## src/fsp_pkg.sv

```systemverilog
// ----------------------------------------------------------------------------
// fsp_pkg: shared types and codes of the frame slot ownership pool
// Word layouts of both channels, request and status codes, slot modes,
// controller states and the command/status groups between the two halves.
// ----------------------------------------------------------------------------
package fsp_pkg;

    // default pool depth
    localparam int MAX_SLOTS_DEF = 16;

    // request codes
    localparam logic [2:0] FUNC_REGISTER   = 3'd0;
    localparam logic [2:0] FUNC_UNREGISTER = 3'd1;
    localparam logic [2:0] FUNC_SUBMIT     = 3'd2;
    localparam logic [2:0] FUNC_TAKE       = 3'd3;
    localparam logic [2:0] FUNC_RELEASE    = 3'd4;

    // status codes
    localparam logic [2:0] ST_OK       = 3'd0;
    localparam logic [2:0] ST_INVALID  = 3'd1;
    localparam logic [2:0] ST_UNKNOWN  = 3'd2;
    localparam logic [2:0] ST_BUSY     = 3'd3;
    localparam logic [2:0] ST_EMPTY    = 3'd4;
    localparam logic [2:0] ST_NOT_HELD = 3'd5;

    // configuration register indexes
    localparam logic [1:0] CFG_SLOT_COUNT = 2'd0;
    localparam logic [1:0] CFG_RANGE_END  = 2'd1;
    localparam logic [1:0] CFG_LOOP       = 2'd2;

    // configuration reset values
    localparam logic [4:0]  SLOT_COUNT_RST = 5'd16;
    localparam logic [63:0] RANGE_END_NONE = 64'hFFFF_FFFF_FFFF_FFFF;

    typedef enum logic [1:0] {
        MODE_UNBOUND = 2'd0,
        MODE_IDLE    = 2'd1,
        MODE_FILLED  = 2'd2,
        MODE_HELD    = 2'd3
    } t_mode;

    typedef enum logic [2:0] {
        S_IDLE,
        S_DECODE,
        S_SCAN,
        S_DRAIN,
        S_APPLY
    } t_state;

    typedef struct packed {
        logic [2:0]         func;
        logic [3:0]         slot_index;
        logic [63:0]        sequence_req;
        logic signed [63:0] timestamp;
    } t_in_word;

    typedef struct packed {
        logic [2:0]  status;
        logic [3:0]  out_slot;
        logic [63:0] out_sequence;
        logic        wrapped;
        logic        dropped;
    } t_out_word;

    // controller to datapath
    typedef struct packed {
        logic load_req;
        logic scan_clear;
        logic scan_read;
        logic apply;
    } t_ctrl_cmd;

    // datapath to controller
    typedef struct packed {
        logic needs_scan;
        logic n_zero;
        logic scan_last;
        logic out_free;
    } t_dp_status;

endpackage

```

## src/fsp_ctrl.sv

```systemverilog
// ----------------------------------------------------------------------------
// fsp_ctrl: request sequencer of the frame slot ownership pool
// Takes a request word, runs the slot scan when the request needs one and
// commits the result once the output register can take it.
// ----------------------------------------------------------------------------
module fsp_ctrl (
    input  logic                i_clk,
    input  logic                i_rst_n,
    input  logic                i_in_valid,
    output logic                o_in_stall,
    input  fsp_pkg::t_dp_status i_sts,
    output fsp_pkg::t_ctrl_cmd  o_cmd
);

    fsp_pkg::t_state r_state;
    fsp_pkg::t_state n_state;

    // state register
    always_ff @(posedge i_clk) begin
        if (!i_rst_n) begin
            r_state <= fsp_pkg::S_IDLE;
        end else begin
            r_state <= n_state;
        end
    end

    // next state
    always_comb begin
        n_state = r_state;
        case (r_state)
            fsp_pkg::S_IDLE: begin
                if (i_in_valid) begin
                    n_state = fsp_pkg::S_DECODE;
                end
            end
            fsp_pkg::S_DECODE: begin
                if (i_sts.needs_scan && !i_sts.n_zero) begin
                    n_state = fsp_pkg::S_SCAN;
                end else begin
                    n_state = fsp_pkg::S_APPLY;
                end
            end
            fsp_pkg::S_SCAN: begin
                if (i_sts.scan_last) begin
                    n_state = fsp_pkg::S_DRAIN;
                end
            end
            fsp_pkg::S_DRAIN: begin
                n_state = fsp_pkg::S_APPLY;
            end
            fsp_pkg::S_APPLY: begin
                if (i_sts.out_free) begin
                    n_state = fsp_pkg::S_IDLE;
                end
            end
            default: begin
                n_state = fsp_pkg::S_IDLE;
            end
        endcase
    end

    // commands
    always_comb begin
        o_cmd      = '0;
        o_in_stall = 1'b1;
        case (r_state)
            fsp_pkg::S_IDLE: begin
                o_in_stall     = 1'b0;
                o_cmd.load_req = i_in_valid;
            end
            fsp_pkg::S_DECODE: begin
                o_cmd.scan_clear = 1'b1;
            end
            fsp_pkg::S_SCAN: begin
                o_cmd.scan_read = 1'b1;
            end
            fsp_pkg::S_DRAIN: begin
                o_cmd = '0;
            end
            fsp_pkg::S_APPLY: begin
                o_cmd.apply = i_sts.out_free;
            end
            default: begin
                o_cmd = '0;
            end
        endcase
    end

    // a scan never starts on an empty pool
    a_scan_needs_slots: assert property (@(posedge i_clk) disable iff (!i_rst_n)
        (r_state == fsp_pkg::S_SCAN) |-> !i_sts.n_zero)
        else $error("scan running with zero active slots");

    // a committed result ends the request
    a_apply_to_idle: assert property (@(posedge i_clk) disable iff (!i_rst_n)
        o_cmd.apply |=> (r_state == fsp_pkg::S_IDLE))
        else $error("request not finished after commit");

    // a request word is taken only while nothing is in flight
    a_load_in_idle: assert property (@(posedge i_clk) disable iff (!i_rst_n)
        o_cmd.load_req |=> (r_state == fsp_pkg::S_DECODE))
        else $error("request word loaded outside idle");

endmodule

```

## src/fsp_dpath.sv

```systemverilog
// ----------------------------------------------------------------------------
// fsp_dpath: slot storage and decision logic of the frame slot ownership pool
// Holds configuration, slot modes, sequence and time memories, the scan
// pipeline that finds the target slot, and the output register.
// ----------------------------------------------------------------------------
module fsp_dpath #(
    parameter int MAX_SLOTS = fsp_pkg::MAX_SLOTS_DEF
) (
    input  logic                i_clk,
    input  logic                i_rst_n,
    input  fsp_pkg::t_ctrl_cmd  i_cmd,
    output fsp_pkg::t_dp_status o_sts,
    input  fsp_pkg::t_in_word   i_in_data,
    input  logic                i_cfg_valid,
    input  logic [1:0]          i_cfg_index,
    input  logic [63:0]         i_cfg_data,
    output logic                o_out_valid,
    output fsp_pkg::t_out_word  o_out_data,
    input  logic                i_out_stall
);

    localparam int IW = (MAX_SLOTS > 1) ? $clog2(MAX_SLOTS) : 1;
    localparam int CW = ($clog2(MAX_SLOTS + 1) > 5) ? $clog2(MAX_SLOTS + 1) : 5;

    // configuration
    logic [4:0]  r_slot_count;
    logic [63:0] r_range_end;
    logic        r_loop;

    // request and slot state
    fsp_pkg::t_in_word r_req;
    fsp_pkg::t_mode    r_mode [MAX_SLOTS];
    logic [63:0]       r_mem_seq [MAX_SLOTS];
    logic [63:0]       r_mem_time [MAX_SLOTS];
    logic [63:0]       r_last_submitted;

    // scan pipeline
    logic [IW-1:0]  r_scan;
    logic           r_pv;
    logic [IW-1:0]  r_pidx;
    fsp_pkg::t_mode r_pmode;
    logic [63:0]    r_rd_seq;
    logic [63:0]    r_rd_time;
    logic           r_found;
    logic [IW-1:0]  r_best;
    logic [63:0]    r_best_seq;
    logic [63:0]    r_best_time;
    logic           w_hit;

    // output register
    logic               r_out_valid;
    fsp_pkg::t_out_word r_out_data;

    // commit logic
    logic [CW-1:0]      w_count_ext;
    logic [CW-1:0]      w_active;
    logic [CW-1:0]      w_idx_ext;
    logic [CW-1:0]      w_best_ext;
    logic               w_idx_ok;
    logic [IW-1:0]      w_idx;
    fsp_pkg::t_mode     w_idx_mode;
    logic               w_has_end;
    logic               w_t_gt;
    logic               w_t_eq;
    fsp_pkg::t_out_word w_res;
    logic               w_mode_we;
    logic [IW-1:0]      w_mode_addr;
    fsp_pkg::t_mode     w_mode_val;
    logic               w_submit_we;

    // configuration writes
    always_ff @(posedge i_clk) begin
        if (!i_rst_n) begin
            r_slot_count <= fsp_pkg::SLOT_COUNT_RST;
            r_range_end  <= fsp_pkg::RANGE_END_NONE;
            r_loop       <= 1'b1;
        end else if (i_cfg_valid) begin
            case (i_cfg_index)
                fsp_pkg::CFG_SLOT_COUNT: r_slot_count <= i_cfg_data[4:0];
                fsp_pkg::CFG_RANGE_END:  r_range_end  <= i_cfg_data;
                fsp_pkg::CFG_LOOP:       r_loop       <= i_cfg_data[0];
                default:                 r_loop       <= r_loop;
            endcase
        end
    end

    // active slot count and addressed slot
    assign w_count_ext = CW'(r_slot_count);
    assign w_active    = (w_count_ext >= CW'(MAX_SLOTS)) ? CW'(MAX_SLOTS) : w_count_ext;
    assign w_idx_ext   = CW'(r_req.slot_index);
    assign w_idx_ok    = w_idx_ext < w_active;
    assign w_idx       = w_idx_ext[IW-1:0];
    assign w_idx_mode  = r_mode[w_idx];
    assign w_best_ext  = CW'(r_best);

    // request word capture
    always_ff @(posedge i_clk) begin
        if (i_cmd.load_req) begin
            r_req <= i_in_data;
        end
    end

    // slot modes
    always_ff @(posedge i_clk) begin
        if (!i_rst_n) begin
            for (int i = 0; i < MAX_SLOTS; i++) begin
                r_mode[i] <= fsp_pkg::MODE_UNBOUND;
            end
        end else if (i_cmd.apply && w_mode_we) begin
            r_mode[w_mode_addr] <= w_mode_val;
        end
    end

    // sequence and time memories, one write and one registered read
    always_ff @(posedge i_clk) begin
        if (i_cmd.apply && w_submit_we) begin
            r_mem_seq[w_idx]  <= r_req.sequence_req;
            r_mem_time[w_idx] <= r_req.timestamp;
        end
        if (i_cmd.scan_read) begin
            r_rd_seq  <= r_mem_seq[r_scan];
            r_rd_time <= r_mem_time[r_scan];
        end
    end

    // last accepted sequence number
    always_ff @(posedge i_clk) begin
        if (!i_rst_n) begin
            r_last_submitted <= '0;
        end else if (i_cmd.apply && w_submit_we) begin
            r_last_submitted <= r_req.sequence_req;
        end
    end

    // scan match for the current slot
    always_comb begin
        w_hit = 1'b0;
        if (r_pv) begin
            case (r_req.func)
                fsp_pkg::FUNC_REGISTER: begin
                    w_hit = (r_pmode == fsp_pkg::MODE_UNBOUND) && !r_found;
                end
                fsp_pkg::FUNC_TAKE: begin
                    w_hit = (r_pmode == fsp_pkg::MODE_FILLED) &&
                            (!r_found || (r_rd_seq < r_best_seq));
                end
                fsp_pkg::FUNC_RELEASE: begin
                    w_hit = (r_pmode == fsp_pkg::MODE_HELD) &&
                            (r_rd_seq == r_req.sequence_req) && !r_found;
                end
                default: begin
                    w_hit = 1'b0;
                end
            endcase
        end
    end

    // scan control
    always_ff @(posedge i_clk) begin
        if (!i_rst_n) begin
            r_scan  <= '0;
            r_pv    <= 1'b0;
            r_found <= 1'b0;
        end else begin
            r_pv <= i_cmd.scan_read;
            if (i_cmd.scan_clear) begin
                r_scan  <= '0;
                r_found <= 1'b0;
            end else begin
                if (i_cmd.scan_read) begin
                    r_scan <= r_scan + 1'b1;
                end
                if (w_hit) begin
                    r_found <= 1'b1;
                end
            end
        end
    end

    // scan payload
    always_ff @(posedge i_clk) begin
        if (i_cmd.scan_read) begin
            r_pidx  <= r_scan;
            r_pmode <= r_mode[r_scan];
        end
        if (w_hit) begin
            r_best      <= r_pidx;
            r_best_seq  <= r_rd_seq;
            r_best_time <= r_rd_time;
        end
    end

    // range gate on the chosen frame
    assign w_has_end = r_range_end != fsp_pkg::RANGE_END_NONE;
    assign w_t_gt    = $signed(r_best_time) > $signed(r_range_end);
    assign w_t_eq    = r_best_time == r_range_end;

    // result and state update
    always_comb begin
        w_res       = '0;
        w_mode_we   = 1'b0;
        w_mode_addr = w_idx;
        w_mode_val  = fsp_pkg::MODE_IDLE;
        w_submit_we = 1'b0;
        case (r_req.func)
            fsp_pkg::FUNC_REGISTER: begin
                if (r_found) begin
                    w_mode_we      = 1'b1;
                    w_mode_addr    = r_best;
                    w_res.out_slot = w_best_ext[3:0];
                end else begin
                    w_res.status = fsp_pkg::ST_BUSY;
                end
            end
            fsp_pkg::FUNC_UNREGISTER: begin
                if (!w_idx_ok) begin
                    w_res.status = fsp_pkg::ST_UNKNOWN;
                end else if (w_idx_mode == fsp_pkg::MODE_FILLED ||
                             w_idx_mode == fsp_pkg::MODE_HELD) begin
                    w_res.status = fsp_pkg::ST_BUSY;
                end else if (w_idx_mode == fsp_pkg::MODE_UNBOUND) begin
                    w_res.status = fsp_pkg::ST_INVALID;
                end else begin
                    w_mode_we  = 1'b1;
                    w_mode_val = fsp_pkg::MODE_UNBOUND;
                end
            end
            fsp_pkg::FUNC_SUBMIT: begin
                if (!w_idx_ok || w_idx_mode == fsp_pkg::MODE_UNBOUND) begin
                    w_res.status = fsp_pkg::ST_UNKNOWN;
                end else if (w_idx_mode != fsp_pkg::MODE_IDLE) begin
                    w_res.status = fsp_pkg::ST_BUSY;
                end else if (r_req.sequence_req <= r_last_submitted) begin
                    w_res.status = fsp_pkg::ST_INVALID;
                end else begin
                    w_mode_we   = 1'b1;
                    w_mode_val  = fsp_pkg::MODE_FILLED;
                    w_submit_we = 1'b1;
                end
            end
            fsp_pkg::FUNC_TAKE: begin
                if (!r_found) begin
                    w_res.status = fsp_pkg::ST_EMPTY;
                end else if (w_has_end && w_t_gt && !r_loop) begin
                    // past the range end, frame is discarded
                    w_mode_we     = 1'b1;
                    w_mode_addr   = r_best;
                    w_res.status  = fsp_pkg::ST_EMPTY;
                    w_res.dropped = 1'b1;
                end else begin
                    w_mode_we          = 1'b1;
                    w_mode_addr        = r_best;
                    w_mode_val         = fsp_pkg::MODE_HELD;
                    w_res.out_slot     = w_best_ext[3:0];
                    w_res.out_sequence = r_best_seq;
                    w_res.wrapped      = w_has_end && (w_t_gt || w_t_eq) && r_loop;
                end
            end
            fsp_pkg::FUNC_RELEASE: begin
                if (r_found) begin
                    w_mode_we   = 1'b1;
                    w_mode_addr = r_best;
                end else begin
                    w_res.status = fsp_pkg::ST_NOT_HELD;
                end
            end
            default: begin
                w_res.status = fsp_pkg::ST_INVALID;
            end
        endcase
    end

    // output register
    always_ff @(posedge i_clk) begin
        if (!i_rst_n) begin
            r_out_valid <= 1'b0;
        end else if (i_cmd.apply) begin
            r_out_valid <= 1'b1;
        end else if (!i_out_stall) begin
            r_out_valid <= 1'b0;
        end
    end

    always_ff @(posedge i_clk) begin
        if (i_cmd.apply) begin
            r_out_data <= w_res;
        end
    end

    assign o_out_valid = r_out_valid;
    assign o_out_data  = r_out_data;

    // status to the controller
    assign o_sts.needs_scan = (r_req.func == fsp_pkg::FUNC_REGISTER) ||
                              (r_req.func == fsp_pkg::FUNC_TAKE) ||
                              (r_req.func == fsp_pkg::FUNC_RELEASE);
    assign o_sts.n_zero     = w_active == '0;
    assign o_sts.scan_last  = CW'(r_scan) == (w_active - CW'(1));
    assign o_sts.out_free   = !r_out_valid || !i_out_stall;

    // a result never overwrites one that is still waiting
    a_commit_needs_room: assert property (@(posedge i_clk) disable iff (!i_rst_n)
        i_cmd.apply |-> (!r_out_valid || !i_out_stall))
        else $error("result committed over a waiting word");

    // accepted sequence numbers only grow
    a_last_grows: assert property (@(posedge i_clk) disable iff (!i_rst_n)
        $past(i_rst_n) |-> (r_last_submitted >= $past(r_last_submitted)))
        else $error("last submitted sequence went backwards");

endmodule

```

## src/frame_slot_ownership_pool.sv

```systemverilog
// ----------------------------------------------------------------------------
// frame_slot_ownership_pool: top level of the frame slot ownership pool
// Requests (register, unregister, submit, take, release) arrive as one word
// on the input channel (i_in_valid / o_in_stall) and each gives exactly one
// result word on the output channel (o_out_valid / i_out_stall). A word moves
// at a clock edge where valid is high and stall is low.
// Configuration (slot count, range end, loop enable) is written over
// i_cfg_valid / o_cfg_ready with a register index; ready is always high and
// writes are meant to happen while no request is in flight.
// Unregister and submit go from decode straight to commit, and the result
// leaves through the output register; register, take and release scan all
// N active slots through the sequence/time read port, one slot per cycle,
// then drain the read pipeline and commit (no scan with no active slot).
// A new word is taken the cycle after each commit, so requests never overlap.
// Reset clears all slots to unbound, the last sequence number to zero and
// the configuration to 16 slots, no range end and looping on; no clearing
// pass is needed. When the receiver stalls, the result waits in the output
// register; the next request word is still taken and is held just before
// its commit until the output register frees up.
// ----------------------------------------------------------------------------
module frame_slot_ownership_pool #(
    parameter int MAX_SLOTS = fsp_pkg::MAX_SLOTS_DEF
) (
    input  logic               i_clk,
    input  logic               i_rst_n,
    input  logic               i_in_valid,
    output logic               o_in_stall,
    input  fsp_pkg::t_in_word  i_in_data,
    output logic               o_out_valid,
    input  logic               i_out_stall,
    output fsp_pkg::t_out_word o_out_data,
    input  logic               i_cfg_valid,
    output logic               o_cfg_ready,
    input  logic [1:0]         i_cfg_index,
    input  logic [63:0]        i_cfg_data
);

    fsp_pkg::t_ctrl_cmd  w_cmd;
    fsp_pkg::t_dp_status w_sts;

    // configuration writes never wait
    assign o_cfg_ready = 1'b1;

    // request sequencer
    fsp_ctrl u_ctrl (
        .i_clk      (i_clk),
        .i_rst_n    (i_rst_n),
        .i_in_valid (i_in_valid),
        .o_in_stall (o_in_stall),
        .i_sts      (w_sts),
        .o_cmd      (w_cmd)
    );

    // slot storage and decisions
    fsp_dpath #(
        .MAX_SLOTS (MAX_SLOTS)
    ) u_dpath (
        .i_clk       (i_clk),
        .i_rst_n     (i_rst_n),
        .i_cmd       (w_cmd),
        .o_sts       (w_sts),
        .i_in_data   (i_in_data),
        .i_cfg_valid (i_cfg_valid),
        .i_cfg_index (i_cfg_index),
        .i_cfg_data  (i_cfg_data),
        .o_out_valid (o_out_valid),
        .o_out_data  (o_out_data),
        .i_out_stall (i_out_stall)
    );

endmodule
```

## config.mk

```make
export PLATFORM = sky130hd
export DESIGN_NAME = frame_slot_ownership_pool
export DESIGN_NICKNAME = d
export VERILOG_FILES = /design/src/fsp_pkg.sv /design/src/fsp_ctrl.sv /design/src/fsp_dpath.sv /design/src/frame_slot_ownership_pool.sv
export SDC_FILE = /design/constraint.sdc
export NUM_CORES = 2
export LEC_CHECK = 0
export BUFFER_PORTS_ARGS = -buffer_cell sky130_fd_sc_hd__buf_4
export CORE_AREA = 2 2 486 488
export CTS_BUF_LIST = sky130_fd_sc_hd__clkbuf_4
export CTS_CLUSTER_DIAMETER = 150
export CTS_CLUSTER_SIZE = 40
export DETAILED_ROUTE_END_ITERATION = 16
export DIE_AREA = 0 0 488 490
export PLACE_DENSITY = 0.64
export SYNTH_ARGS = -nofsm -noshare
export SYNTH_HDL_FRONTEND = slang
export SYNTH_HIERARCHICAL = 1
export SYNTH_SLANG_ARGS = --single-unit
export TNS_END_PERCENT = 1
```

## constraint.sdc

```tcl
create_clock -name i_clk -period 23 [get_ports i_clk]
set_clock_uncertainty 0.2 [all_clocks]
set_input_delay 1.15 -clock i_clk [delete_from_list [all_inputs] [get_ports i_clk]]
set_output_delay 1.15 -clock i_clk [all_outputs]
set_load 0.01 [all_outputs]
```

==> impl_metrics.ini <==
[die]
core_area_um2 = 234000
placementRows = 178
ioPinCount = 282
die-area_um2 = 239000
die_w_um = 488
initial_core_util_pct = 44.7
fp.dieH_um = 490

[place]
gp_congestion = 0.810
place_hpwl_mm = 142
place_inst = 8273
portBuffers = 280
place_area_um2 = 111000

[drt]
remaining_drc_errors = 0
dr.first_iter.drc_count = 6248
drt-pass1-iter-count = 5
via_count = 50200
routed_via_density = 5.82
drt_wl_total_mm = 256
wl_per_cell_um = 29.6
final_antenna_net_count = 0

[synth]
synth_area_per_cell_um2 = 21.1
syn_nets = 5360
syn_inst = 4958
yosys_warnings = 6
synth_edf_count = 2554
async_flop_share_pct = 0
synth_top_area_share_pct = 73.3
synth_area_um2 = 105000
ys.flop_type = edfxtp_1
yosysTopAreaCell = edfxtp_1
ys_seq_elements = 2702
synthDistinctLibCells = 76
synth_area_leaders = edfxtp_1 (73%), mux4_2 (14%), dfxtp_1 (2.8%)
ys_seq_area_share_pct = 76.1

[timing]
final_max_slew_viol_count = 0
rsz0062_at_grt = no
setup_viol = 0
fmax_mhz = 129
max-slew-margin-rel_pct = 15.4
tightest_slew_ns = 1.27
period_needed_ns = 7.78
post-route-period-util_pct = 33.8
setup-tns-final_ns = 0
hold_violations = 0

[worst_setup_path]
path_max_fanout = 34
cp-startpoint = u_dpath/r_req[99]$_DFFE_PP_
start_kind = register
crit_type = register to register
reg2reg_slack_ns = 15.22
required_ns = 23.79
ff2ff_path_depth = 12
arrival_ns = 8.57
reg2reg_from = u_dpath/r_req[99]$_DFFE_PP_
worstSetupEndpoint = u_dpath/r_mem_time[7][59]$_DFFE_PP_
endpoint_kind = register
rr_endpoint = u_dpath/r_mem_time[7][59]$_DFFE_PP_

[power]
switchingPower_uw = 1550
p_leak_uw = 0.0353
comb_power_share_pct = 3.7
p_total_uw = 7400
vdd_drop_max_v = 0.0000588
pwr-share-clk_pct = 21.6
p_int_uw = 5850
swShare_pct = 20.9
powerDensity_nw_per_um2 = 64.9
seqPwrFrac_pct = 74.7

[global_routing]
use_met3_pct = 2.60
antenna_found_initial = 22
gr-usage-met1_pct = 31.1
grt_pass1_wl_mm = 364
grt-ovfl-total = 0
use_met2_pct = 34.3
busiest_layer = met2
grt_max_degree = 125
track_usage_pct = 21.1
grt_pass1_vias = 50000

[finish]
nFillCells = 18900
layout-drive-gt1-share_pct = 21.9
fin_area_um2 = 114000
final_cells = 8630
area_growth_pct = 8.93
nets = 5807

[min_path]
worstHoldPathType = input pin to register

[clock_tree]
cts_htree_levels = 3
cts_resized = 0
insertion_delay_ns = 1.33
cts_sinks = 2702
cts_buffer_depth = 3
cts-root-buf = clkbuf_4
numCtsBuffers = 77
cts_tree = built
clkTransAtPathRegs_ns = 0.39

[status]
status = completed

[flow_run]
drv_cap = 0
## layer usage
metal | vias up | routed length [um]
li1 | 21000 | -
met1 | 27100 | 109000
met2 | 1861 | 124000
met3 | 237 | 16800
met4 | 8 | 5630
met5 | - | 52
## layout by cell type (no fill, tap or decap), types with 108 or more instances in the layout
cell and n:
buf_4 360, clkbuf_4 137, dfxtp_1 144, dlygate4sd3_1 203, edfxtp_1 2554, ha_1 196, inv_1 209, mux4_2 644
nand2_1 108, nor2_1 113
## power groups by stage
| stage | Sequential, uW | Combinational, uW | Clock, uW |
|---|---|---|---|
| after floorplan | 5590 | 139 | 0 |
| after global placement | 5620 | 246 | 0 |
| after detailed placement | 5630 | 247 | 0 |
| after CTS | 5520 | 278 | 1650 |
| after global routing | 5540 | 295 | 1780 |
| final | 5520 | 274 | 1600 |
## layout make-up
cell class | count | area, um^2 | share of cell area [%]
sequential | 2702 | 79700 | 69.9
multi-input combinational | 1838 | 23400 | 20.5
timing repair buffer | 576 | 4990 | 4.38
tap | 3150 | 3940 | 3.46
clock buffer | 137 | 1030 | 0.903
inverter | 210 | 791 | 0.694
clock inverter | 5 | 87.6 | 0.0769
antenna | 12 | 30.0 | 0.0264
## state kept, by name, indices dropped and copies added (netlist names), named ones only
| register | cells |
|---|---|
| u_dpath/r_mem_time | 1024 |
| u_dpath/r_found | 1 |
| u_dpath/r_pv | 1 |
| u_dpath/o_out_valid | 1 |
| u_dpath/r_best_seq | 64 |
| u_dpath/r_req | 131 |
| u_dpath/r_range_end | 64 |
| u_dpath/r_last_submitted | 64 |
| u_dpath/r_best | 4 |
| u_ctrl/r_state | 3 |
| u_dpath/r_mem_seq | 1024 |
| u_dpath/o_out_data | 73 |
| u_dpath/w_idx | 4 |
| u_dpath/r_rd_time | 64 |
| u_dpath/r_best_time | 64 |
| u_dpath/r_pmode | 2 |
| u_dpath/r_loop | 1 |
| u_dpath/r_mode | 32 |
| u_dpath/r_pidx | 4 |
| u_dpath/r_slot_count | 5 |
| u_dpath/r_rd_seq | 64 |
| u_dpath/r_scan | 4 |
## repair_timing
item | in CTS | in global routing
hold buffers | 203 | 0
buffers inserted | 0 | 0
hold endpoints to repair | 212 | 0
## Yosys cell counts, drive strengths merged, types with 44 or more instances
master and number:
edfxtp 2554, mux4 644, inv 210, ha 196, dfxtp 148, clkbuf 146, nor2 118, nand2 109
nor2b 89, mux2i 85, a21oi 80, o211ai 69, buf 62, nand4 61, o21ai 48, xnor2 44
## through the flow
stage                     setup slack [ns]  hold WS (ns)  util (%)
after floorplan                       3.76         0.200         -
after global placement               15.41         0.200      47.3
after detailed placement             15.20         0.205      47.3
after CTS                            15.21        0.0484      48.7
after global routing                 14.92        0.0331      48.7
final                                15.22         0.127      48.7
## worst min-delay path by stage
stage | start | depth (start not counted) | endpoint
2_1_floorplan | u_dpath/r_pidx[0]$_DFFE_PP_ | 0 | u_dpath/r_best[0]$_DFFE_PP_
6_report | i_rst_n | 2 | u_dpath/o_out_valid$_SDFFE_PN0P_
5_1_grt | i_rst_n | 2 | u_dpath/o_out_valid$_SDFFE_PN0P_
4_1_cts | i_rst_n | 2 | u_dpath/o_out_valid$_SDFFE_PN0P_
3_5_place_dp | u_dpath/r_pidx[0]$_DFFE_PP_ | 0 | u_dpath/r_best[0]$_DFFE_PP_
3_3_place_gp | u_dpath/r_rd_time[28]$_DFFE_PP_ | 0 | u_dpath/r_best_time[28]$_DFFE_PP_
## critical path, cell delays in order (launching register included)
cell      delay [ns]
edfxtp_1        0.73
ha_1            0.44
nand4_1         0.21
nor4bb_1        0.65
nand4_1         0.43
a311oi_1        0.73
nor4_1          0.21
a21oi_2         0.26
and2_4          0.69
nand3_2         0.33
nor2_4          1.06
buf_4           0.74
buf_4           0.62
## cells by family after synthesis
logic type	after synthesis	synth area share, %
AO/OA/AOI/OAI	302	1.90
other	1	0.00358
flip-flops	2702	76.1
multiplexers	733	14.7
XOR/XNOR	72	0.603
buffers and inverters	418	1.61
AND/OR/NAND/NOR	534	2.66
adder cells (fa/ha/maj)	196	2.34
Power figures use the tool's default switching activity.
